## src/sv/calendar_clock_second_tick_assert.svh

```systemverilog
// Assertion macros for the calendar clock block.
// CCST_ASSERT checks a property while reset is low.
// CCST_ASSERT_RST checks a property at every edge, reset included.
`ifndef CALENDAR_CLOCK_SECOND_TICK_ASSERT_SVH
`define CALENDAR_CLOCK_SECOND_TICK_ASSERT_SVH
`ifndef SYNTH
`define CCST_ASSERT(label, clk, rst, prop) \
   label: assert property (@(posedge clk) disable iff (rst) prop) \
      else $error("calendar clock assertion failed");
`define CCST_ASSERT_RST(label, clk, prop) \
   label: assert property (@(posedge clk) prop) \
      else $error("calendar clock reset assertion failed");
`else
`define CCST_ASSERT(label, clk, rst, prop)
`define CCST_ASSERT_RST(label, clk, prop)
`endif
`endif

```

## src/sv/ccst_pkg.sv

```systemverilog
`default_nettype none

package ccst_pkg;

   localparam logic OP_TICK = 1'b0;
   localparam logic OP_LOAD = 1'b1;

   localparam logic [5:0]  SEC_MAX    = 6'd59;
   localparam logic [5:0]  MIN_MAX    = 6'd59;
   localparam logic [4:0]  HOUR_MAX   = 5'd23;
   localparam logic [3:0]  MONTH_MAX  = 4'd12;
   localparam logic [15:0] YEAR_RESET = 16'd2018;

   // Multiplicative inverse of 25 modulo 2^16, and the largest product that
   // marks a multiple of 25 (floor(65535 / 25)).
   localparam logic [15:0] INV25       = 16'd23593;
   localparam logic [15:0] DIV25_LIMIT = 16'd2621;

   typedef struct packed {
      logic        opcode;
      logic [5:0]  set_second;
      logic [5:0]  set_minute;
      logic [4:0]  set_hour;
      logic [4:0]  set_day;
      logic [3:0]  set_month;
      logic [15:0] set_year;
   } req_word_type;

   typedef struct packed {
      logic [5:0]  now_second;
      logic [5:0]  now_minute;
      logic [4:0]  now_hour;
      logic [4:0]  now_day;
      logic [3:0]  now_month;
      logic [15:0] now_year;
   } rsp_word_type;

   // Days in a month; months without a defined length count as 31.
   function automatic logic [4:0] month_days(input logic [3:0] month, input logic leap);
      logic [4:0] days;
      unique case (month)
         4'd2:                      days = leap ? 5'd29 : 5'd28;
         4'd4, 4'd6, 4'd9, 4'd11:   days = 5'd30;
         default:                   days = 5'd31;
      endcase
      return days;
   endfunction

endpackage

`default_nettype wire

```

## src/sv/ccst_if.sv

```systemverilog
`default_nettype none

interface ccst_req_if import ccst_pkg::*; ();
   logic         valid;
   logic         ready;
   req_word_type word;

   modport source (output valid, output word, input ready);
   modport sink (input valid, input word, output ready);
endinterface

interface ccst_rsp_if import ccst_pkg::*; ();
   logic         valid;
   logic         ready;
   rsp_word_type word;

   modport source (output valid, output word, input ready);
   modport sink (input valid, input word, output ready);
endinterface

`default_nettype wire

```

## src/sv/calendar_clock_second_tick.sv

```systemverilog
// Calendar clock: seconds, minutes, hours, day, month and a 16-bit year.
// Request words arrive on req_chan. A word with opcode tick advances the
// clock by one second, with carries through the Gregorian calendar; a word
// with opcode load replaces every field with the set values as given.
// Every request word produces exactly one response word on rsp_chan that
// holds the date and time after that request.
// A request word is registered in the input register when it is accepted and
// applied to the clock registers once the clock stage may advance, so its
// response is then valid in the clock registers.
// One word per cycle is sustained when not stalled: the carry chain and
// the leap test (one 16-bit multiply by a constant) sit between the input
// register and the clock registers, which double as the response register.
// When the receiver stalls, the response holds and the input register still
// takes one more word; then req_chan.ready drops until the response is taken.
// Synchronous reset empties both stages and sets the clock to midnight,
// January 1, 2018.
`default_nettype none

module calendar_clock_second_tick import ccst_pkg::*; (
   input  logic             clock,
   input  logic             reset,
   ccst_req_if.sink         req_chan,
   ccst_rsp_if.source       rsp_chan
);

`include "calendar_clock_second_tick_assert.svh"

   // Input stage.
   logic         in_vld_ff;
   logic         in_vld_in;
   req_word_type in_ff;
   req_word_type in_in;

   // Clock state, which is also the response payload.
   logic         out_vld_ff;
   logic         out_vld_in;
   rsp_word_type now_ff;
   rsp_word_type now_in;

   rsp_word_type step_word;
   logic         leap;
   logic         advance;
   logic         step;

   // The clock stage may take a new word when its response is gone or
   // leaving in this cycle.
   assign advance = !out_vld_ff || rsp_chan.ready;
   assign step    = in_vld_ff && advance;

   assign req_chan.ready = !in_vld_ff || advance;

   ccst_leap u_leap (
      .year (now_ff.now_year),
      .leap (leap)
   );

   ccst_step u_step (
      .cur  (now_ff),
      .req  (in_ff),
      .leap (leap),
      .nxt  (step_word)
   );

   always_comb begin
      in_vld_in = in_vld_ff;
      in_in     = in_ff;
      if (req_chan.ready) begin
         in_vld_in = req_chan.valid;
         in_in     = req_chan.word;
      end
   end

   always_comb begin
      out_vld_in = out_vld_ff;
      now_in     = now_ff;
      if (advance) begin
         out_vld_in = in_vld_ff;
      end
      if (step) begin
         now_in = step_word;
      end
   end

   always_ff @(posedge clock) begin
      if (reset) begin
         in_vld_ff         <= 1'b0;
         out_vld_ff        <= 1'b0;
         now_ff.now_second <= 6'd0;
         now_ff.now_minute <= 6'd0;
         now_ff.now_hour   <= 5'd0;
         now_ff.now_day    <= 5'd1;
         now_ff.now_month  <= 4'd1;
         now_ff.now_year   <= YEAR_RESET;
      end else begin
         in_vld_ff  <= in_vld_in;
         out_vld_ff <= out_vld_in;
         now_ff     <= now_in;
      end
   end

   // The payload register needs no reset; only its valid flag does.
   always_ff @(posedge clock) begin
      in_ff <= in_in;
   end

   assign rsp_chan.valid = out_vld_ff;
   assign rsp_chan.word  = now_ff;

   // Reset leaves no response pending and the year at its starting value.
   `CCST_ASSERT_RST(a_reset_state, clock,
      reset |=> (!out_vld_ff && !in_vld_ff && (now_ff.now_year == YEAR_RESET)))

   // Every applied request word produces a pending response next cycle.
   `CCST_ASSERT(a_step_valid, clock, reset, step |=> out_vld_ff)

   // A load step stores the set second, day and year unchanged.
   `CCST_ASSERT(a_load_fields, clock, reset,
      (step && (in_ff.opcode == OP_LOAD)) |=>
         ((now_ff.now_second == $past(in_ff.set_second)) &&
          (now_ff.now_year == $past(in_ff.set_year)) &&
          (now_ff.now_day == $past(in_ff.set_day))))

   // A tick step advances the seconds, wrapping anything at or past the limit.
   `CCST_ASSERT(a_tick_second, clock, reset,
      (step && (in_ff.opcode == OP_TICK)) |=>
         (now_ff.now_second == (($past(now_ff.now_second) >= SEC_MAX) ? 6'd0 :
                                ($past(now_ff.now_second) + 6'd1))))

   // Without a step, the clock does not move.
   `CCST_ASSERT(a_hold_state, clock, reset, !step |=> $stable(now_ff))

endmodule

`default_nettype wire

```

## src/sv/ccst_leap.sv

```systemverilog
`default_nettype none

module ccst_leap import ccst_pkg::*; (
   input  logic [15:0] year,
   output logic        leap
);

   logic [15:0] prod_lo;
   logic        div25;

   // Multiplying by the inverse of 25 maps multiples of 25 onto 0..2621.
   assign prod_lo = year * INV25;
   assign div25   = (prod_lo <= DIV25_LIMIT);

   assign leap = ((year[1:0] == 2'd0) && !div25) || ((year[3:0] == 4'd0) && div25);

endmodule

`default_nettype wire

```

## src/sv/ccst_step.sv

```systemverilog
`default_nettype none

module ccst_step import ccst_pkg::*; (
   input  rsp_word_type cur,
   input  req_word_type req,
   input  logic         leap,
   output rsp_word_type nxt
);

   logic [6:0] sec_sum;
   logic [6:0] min_sum;
   logic [5:0] hour_sum;
   logic [5:0] day_sum;
   logic [4:0] month_sum;
   logic       sec_wrap;
   logic       min_wrap;
   logic       hour_wrap;
   logic       day_wrap;
   logic       month_wrap;
   logic [4:0] day_limit;

   // A field that is past its limit after the carry in goes to its low end and
   // carries, which also cleans up out-of-range loaded values.
   assign sec_sum   = {1'b0, cur.now_second} + 7'd1;
   assign sec_wrap  = sec_sum > {1'b0, SEC_MAX};
   assign min_sum   = {1'b0, cur.now_minute} + {6'd0, sec_wrap};
   assign min_wrap  = min_sum > {1'b0, MIN_MAX};
   assign hour_sum  = {1'b0, cur.now_hour} + {5'd0, min_wrap};
   assign hour_wrap = hour_sum > {1'b0, HOUR_MAX};
   assign day_limit = month_days(cur.now_month, leap);
   assign day_sum   = {1'b0, cur.now_day} + {5'd0, hour_wrap};
   assign day_wrap  = day_sum > {1'b0, day_limit};
   assign month_sum = {1'b0, cur.now_month} + {4'd0, day_wrap};
   assign month_wrap = month_sum > {1'b0, MONTH_MAX};

   always_comb begin
      if (req.opcode == OP_LOAD) begin
         nxt.now_second = req.set_second;
         nxt.now_minute = req.set_minute;
         nxt.now_hour   = req.set_hour;
         nxt.now_day    = req.set_day;
         nxt.now_month  = req.set_month;
         nxt.now_year   = req.set_year;
      end else begin
         nxt.now_second = sec_wrap ? 6'd0 : sec_sum[5:0];
         nxt.now_minute = min_wrap ? 6'd0 : min_sum[5:0];
         nxt.now_hour   = hour_wrap ? 5'd0 : hour_sum[4:0];
         nxt.now_day    = day_wrap ? 5'd1 : day_sum[4:0];
         nxt.now_month  = month_wrap ? 4'd1 : month_sum[3:0];
         nxt.now_year   = cur.now_year + {15'd0, month_wrap};
      end
   end

endmodule

`default_nettype wire

```

## src/flat_wrapper.sv

```systemverilog
// flat-port wrapper written by rule: the top's interface ports become plain ports
module calendar_clock_second_tick_flat import ccst_pkg::*;
  (clock, reset, req_chan_valid, req_chan_word, req_chan_ready, rsp_chan_valid, rsp_chan_word, rsp_chan_ready);
  ccst_req_if req_chan_i ();
  ccst_rsp_if rsp_chan_i ();
  input  logic clock;
  input  logic reset;
  input wire logic [$bits(req_chan_i.valid)-1:0] req_chan_valid;
  input wire logic [$bits(req_chan_i.word)-1:0] req_chan_word;
  output wire logic [$bits(req_chan_i.ready)-1:0] req_chan_ready;
  output wire logic [$bits(rsp_chan_i.valid)-1:0] rsp_chan_valid;
  output wire logic [$bits(rsp_chan_i.word)-1:0] rsp_chan_word;
  input wire logic [$bits(rsp_chan_i.ready)-1:0] rsp_chan_ready;
  assign req_chan_i.valid = req_chan_valid;
  assign req_chan_i.word = req_chan_word;
  assign req_chan_ready = req_chan_i.ready;
  assign rsp_chan_valid = rsp_chan_i.valid;
  assign rsp_chan_word = rsp_chan_i.word;
  assign rsp_chan_i.ready = rsp_chan_ready;
  calendar_clock_second_tick u_core (.clock(clock), .reset(reset), .req_chan(req_chan_i), .rsp_chan(rsp_chan_i));
endmodule
```

## config.mk

```make
export PLATFORM = sky130hd
export DESIGN_NAME = calendar_clock_second_tick_flat
export DESIGN_NICKNAME = d
export VERILOG_FILES = /design/src/sv/ccst_pkg.sv /design/src/sv/ccst_if.sv /design/src/sv/calendar_clock_second_tick.sv /design/src/sv/ccst_leap.sv /design/src/sv/ccst_step.sv /design/src/flat_wrapper.sv
export VERILOG_INCLUDE_DIRS = /design/src /design/src/sv
export SDC_FILE = /design/constraint.sdc
export NUM_CORES = 1
export LEC_CHECK = 0
export BUFFER_PORTS_ARGS = -buffer_cell sky130_fd_sc_hd__buf_2
export CAP_MARGIN = 20
export CORE_MARGIN = 5
export CORE_UTILIZATION = 50
export DETAILED_ROUTE_END_ITERATION = 10
export GPL_TIMING_DRIVEN = 0
export PLACE_DENSITY = 0.78
export SLEW_MARGIN = 20
export SYNTH_ARGS = -nofsm -noshare
export SYNTH_HDL_FRONTEND = slang
export SYNTH_SLANG_ARGS = --single-unit
export TNS_END_PERCENT = 20
```

## constraint.sdc

```tcl
create_clock -name clock -period 7.4 [get_ports clock]
set_clock_uncertainty 0.05 [all_clocks]
set_input_delay 0.37 -clock clock [delete_from_list [all_inputs] [get_ports clock]]
set_output_delay 0.37 -clock clock [all_outputs]
set_load 0.05 [all_outputs]
```

==> key figures <==
Placement
  – Gpl congestion: 0.9221
  – Post-DP HPWL: 12500 um
  – Port Buffer Count: 89

Setup path
  – Crit path max-delay cell type: fa_1
  – CP Launch Type: flop
  – Worst path required time: 7620 ps
  – CP dominant cell by count: ha_4
  – Critical path class: flop to flop
  – Crit. End Element: flop
  – Worst R2R Setup Slack: 90 ps
  – CP peak stage delay: 540 ps
  – Reg2Reg Depth: 33
  – CP max FO: 5
  – Critical R2R Capture: u_core.rsp_chan.word[15]$_SDFFE_PP0P_
  – FF-to-FF Start: u_core.rsp_chan.word[10]$_SDFFE_PP1P_
  – CP Data Arrival Time: 7530 ps

Finish
  – Final Util: 66.58%
  – Layout area overhead: 30.81%
  – Ant diodes: 0
  – Final nets: 932
  – Fillcell total: 877
  – Layout cells sized above 1: 30.43%

Power and ir drop
  – Net switching fraction of the power: 36.71%
  – Total Power: 1.995 mW
  – Sw power: 0.7323 mW
  – Combinational share of power: 47.2%
  – Peak supply drop: 0.0002067 V
  – Pwr Density: 250.5 mW/mm2
  – Power Internal: 1.262 mW
  – Pleak: 3.482 nW
  – Sequential Power Share: 28.2%
  – Clock power share: 24.6%

Drt
  – DRC viols: 0
  – Initial DRC count: 608
  – DR pass1 iterations: 6
  – Final ANT Viol Nets: 0
  – Avg WL per Cell: 19.73 um
  – Via count: 5780
  – Vias/cell: 6.155
  – Drt total wl: 18530 um

Timing
  – Setup Viol. Count Final: 0
  – Final period demand of the worst path: 7313 ps
  – Setup_tns: 0 ps
  – Max-Slew Margin vs Limit: 46.92%
  – Slew @ Worst Pin: 796.2 ps
  – Final period util: 98.82%
  – Final hold violation count: 0
  – Max Slew Vio Count: 0
  – Max Fclk: 136.7 MHz
  – RSZ-0062 raised after global routing: yes

Synth
  – Post-Synthesis Cells: 656
  – Synth warnings: 0
  – #FFs+latches synth: 87
  – Mapped Avg Cell Area: 9.281 um2
  – EDFF count, synth: 43
  – Asr flop ratio synth: 0%
  – Syn nets: 801
  – Synthesized area: 0.006088 mm2
  – Ys flop type: dfxtp_1
  – Yosys cell types: 63
  – Post-synthesis sequential area ratio: 35.68%

Floorplanning
  – Chip Width: 120.3 um
  – Die Area: 0.01448 mm2
  – Initial Util: 50.90%
  – Cell row count: 40
  – Die Y: 120.3 um
  – Core ar.: 0.01196 mm2
  – I/O pin count: 91

Global routing
  – Largest net degree at the start of global routing: 25
  – First-pass GRT wire length: 29210 um
  – Initial antenna violation count: 0
  – Total grt overflow: 0
  – GRT Overall Usage: 25.26%
  – Vias in the first global route: 5827

Clock network
  – Clock buffer depth: 2
  – H-tree levels: 3
  – Clock latency on the worst-skew pair: 350 ps
  – CTS tree: done
  – Clk sinks: 87
  – CTS Buf Count: 9
  – Clock-pin transition on the worst setup and hold timing paths: 70 ps
  – CTS root buf: clkbuf_16
  – # hold bufs at CTS: 0

Min path
  – Hold Path Class: input pin to flop
  – Worst hold start: req_chan_word[6]
  – Hold Crit Depth: 1
  – WHS Endpoint: u_core.in_ff[6]$_DFFE_PP_

Run status
  – Status: finished clean

Job
  – Max cap viols: 0
Yosys cell counts (3+ instances only):
cell      number  area share (%)
inv_1         91             5.6
ha_1          80              16
dfxtp_1       44              14
nand2_1       44             2.7
edfxtp_1      43              21
nor2_1        41             2.5
o21ai_0       41             3.4
a21oi_1       37             3.0
nand3_1       30             2.5
clkbuf_1      21             1.3
fa_1          18             5.9
xnor2_1       14             2.0
a221oi_1      10             1.4
a31oi_1       10             1.0
and3_1        10             1.0
nor3_1        10            0.82
nand4_1        8            0.82
a21o_1         6            0.74
nor2b_1        6            0.62
nor4_1         6            0.62
a211oi_1       5            0.62
buf_1          5            0.31
nor3b_1        5            0.62
o211ai_1       5            0.62
a22oi_1        4            0.49
a32o_1         4            0.66
nor4b_1        4            0.58
xor2_1         4            0.58
and2_1         3            0.31
buf_2          3            0.25
mux2i_1        3            0.49
o21a_1         3            0.37
worst max-delay path by stage:
stage	start	endpoint	slack [ps]
2_1_floorplan	u_core.rsp_chan.word[2]$_SDFFE_PP0P_	u_core.rsp_chan.word[10]$_SDFFE_PP1P_	-20
3_3_place_gp	u_core.rsp_chan.word[2]$_SDFFE_PP0P_	u_core.rsp_chan.word[14]$_SDFFE_PP0P_	-660
3_5_place_dp	u_core.rsp_chan.word[2]$_SDFFE_PP0P_	u_core.rsp_chan.word[10]$_SDFFE_PP1P_	-920
4_1_cts	u_core.rsp_chan.word[8]$_SDFFE_PP1P_	u_core.rsp_chan.word[13]$_SDFFE_PP0P_	4
5_1_grt	u_core.rsp_chan.word[10]$_SDFFE_PP1P_	u_core.rsp_chan.word[15]$_SDFFE_PP0P_	-210
6_report	u_core.rsp_chan.word[10]$_SDFFE_PP1P_	u_core.rsp_chan.word[15]$_SDFFE_PP0P_	90
final cells by class:
type	count	area, um2	share of cell area, %
multi-input combinational	448	4064	51.03
buffer	30	120.1	1.508
tap	147	183.9	2.309
timing repair buffer	120	713.2	8.955
clock inverter	7	97.59	1.225
clock buffer	9	225.2	2.828
sequential	87	2218	27.86
inverter	91	341.6	4.289
power by group through the flow:
stage | Clock, mW | Combinational, mW | Sequential, mW
floorplan | 0 | 0.402 | 0.607
global placement | 0 | 0.563 | 0.570
detailed placement | 0 | 0.591 | 0.571
CTS | 0.497 | 0.847 | 0.561
global route | 0.517 | 1.03 | 0.564
finish | 0.492 | 0.941 | 0.562
cells by family (layout without fill, tap and decap cells):
logic type               count (synthesis)  count (layout)  share of synthesized area, %
adder cells (fa/ha/maj)                 99              99                         22.52
XOR/XNOR                                20              20                         3.329
buffers and inverters                  121             257                         7.583
multiplexers                             4               4                        0.6782
AND/OR/NAND/NOR                        176             176                         14.37
AO/OA/AOI/OAI                          149             149                         15.84
flip-flops                              87              87                         35.68
placed cells by master (no fill, tap or decap), types with 6 or more instances in the layout:
cell type and count:
xnor2_1 13, dfxtp_4 10, ha_1 49, edfxtp_1 43, o21ai_0 33, a21o_1 6, nand4_1 8, nor3_1 10
inv_2 6, a221oi_1 8, clkbuf_16 9, buf_2 92, fa_1 17, o21ai_1 7, nand2_1 42, dfxtp_1 27
nand3_1 28, a21oi_1 31, inv_1 85, a31oi_1 10, nor2_1 37, buf_4 27, ha_4 26, dfxtp_2 7
clkbuf_1 21, and3_1 8
sequential cells by signal (all words and copies together) (netlist names):
signal and flops:
u_core.rsp_chan.word 42, u_core.in_vld_ff 1, u_core.in_ff 43, u_core.rsp_chan.valid 1
routing by layer:
metal	vias up	global-route usage, %	part of all wire (%)
li1	2598	-	-
met1	2767	30.14	38
met2	334	43.66	49
met3	81	5.005	8.4
met4	0	12.11	4.5
met5	-	0	0
worst max-delay path: cells and delay by family (launching register included):
family          cells  cell delay, ps
flops               1             370
xor+xnor            1             200
buf+inv             4             170
compound gates      8            1660
simple gates        9            1480
fa+ha+maj          11            3280
stage by stage:
stage	worst slack (ps)	std cells	area (um2)	hold WS, ps
final	87.15	939	7964	139.8
after global routing	-213.9	939	7964	134.2
after CTS	3.978	928	7622	136.1
after detailed placement	-917.5	893	6788	469.3
after global placement	-661.1	892	6758	454.0
after floorplan	-18.93	656	6128	415.2
repair_timing:
action                                  CTS  global route
endpoints found under the hold margin     0             0
buffers inserted                         19            11
gates resized for setup                  58            56
endpoints found under the setup margin   15            13
pin swaps                                30            42
No activity file was read; power rests on OpenSTA's default activity.
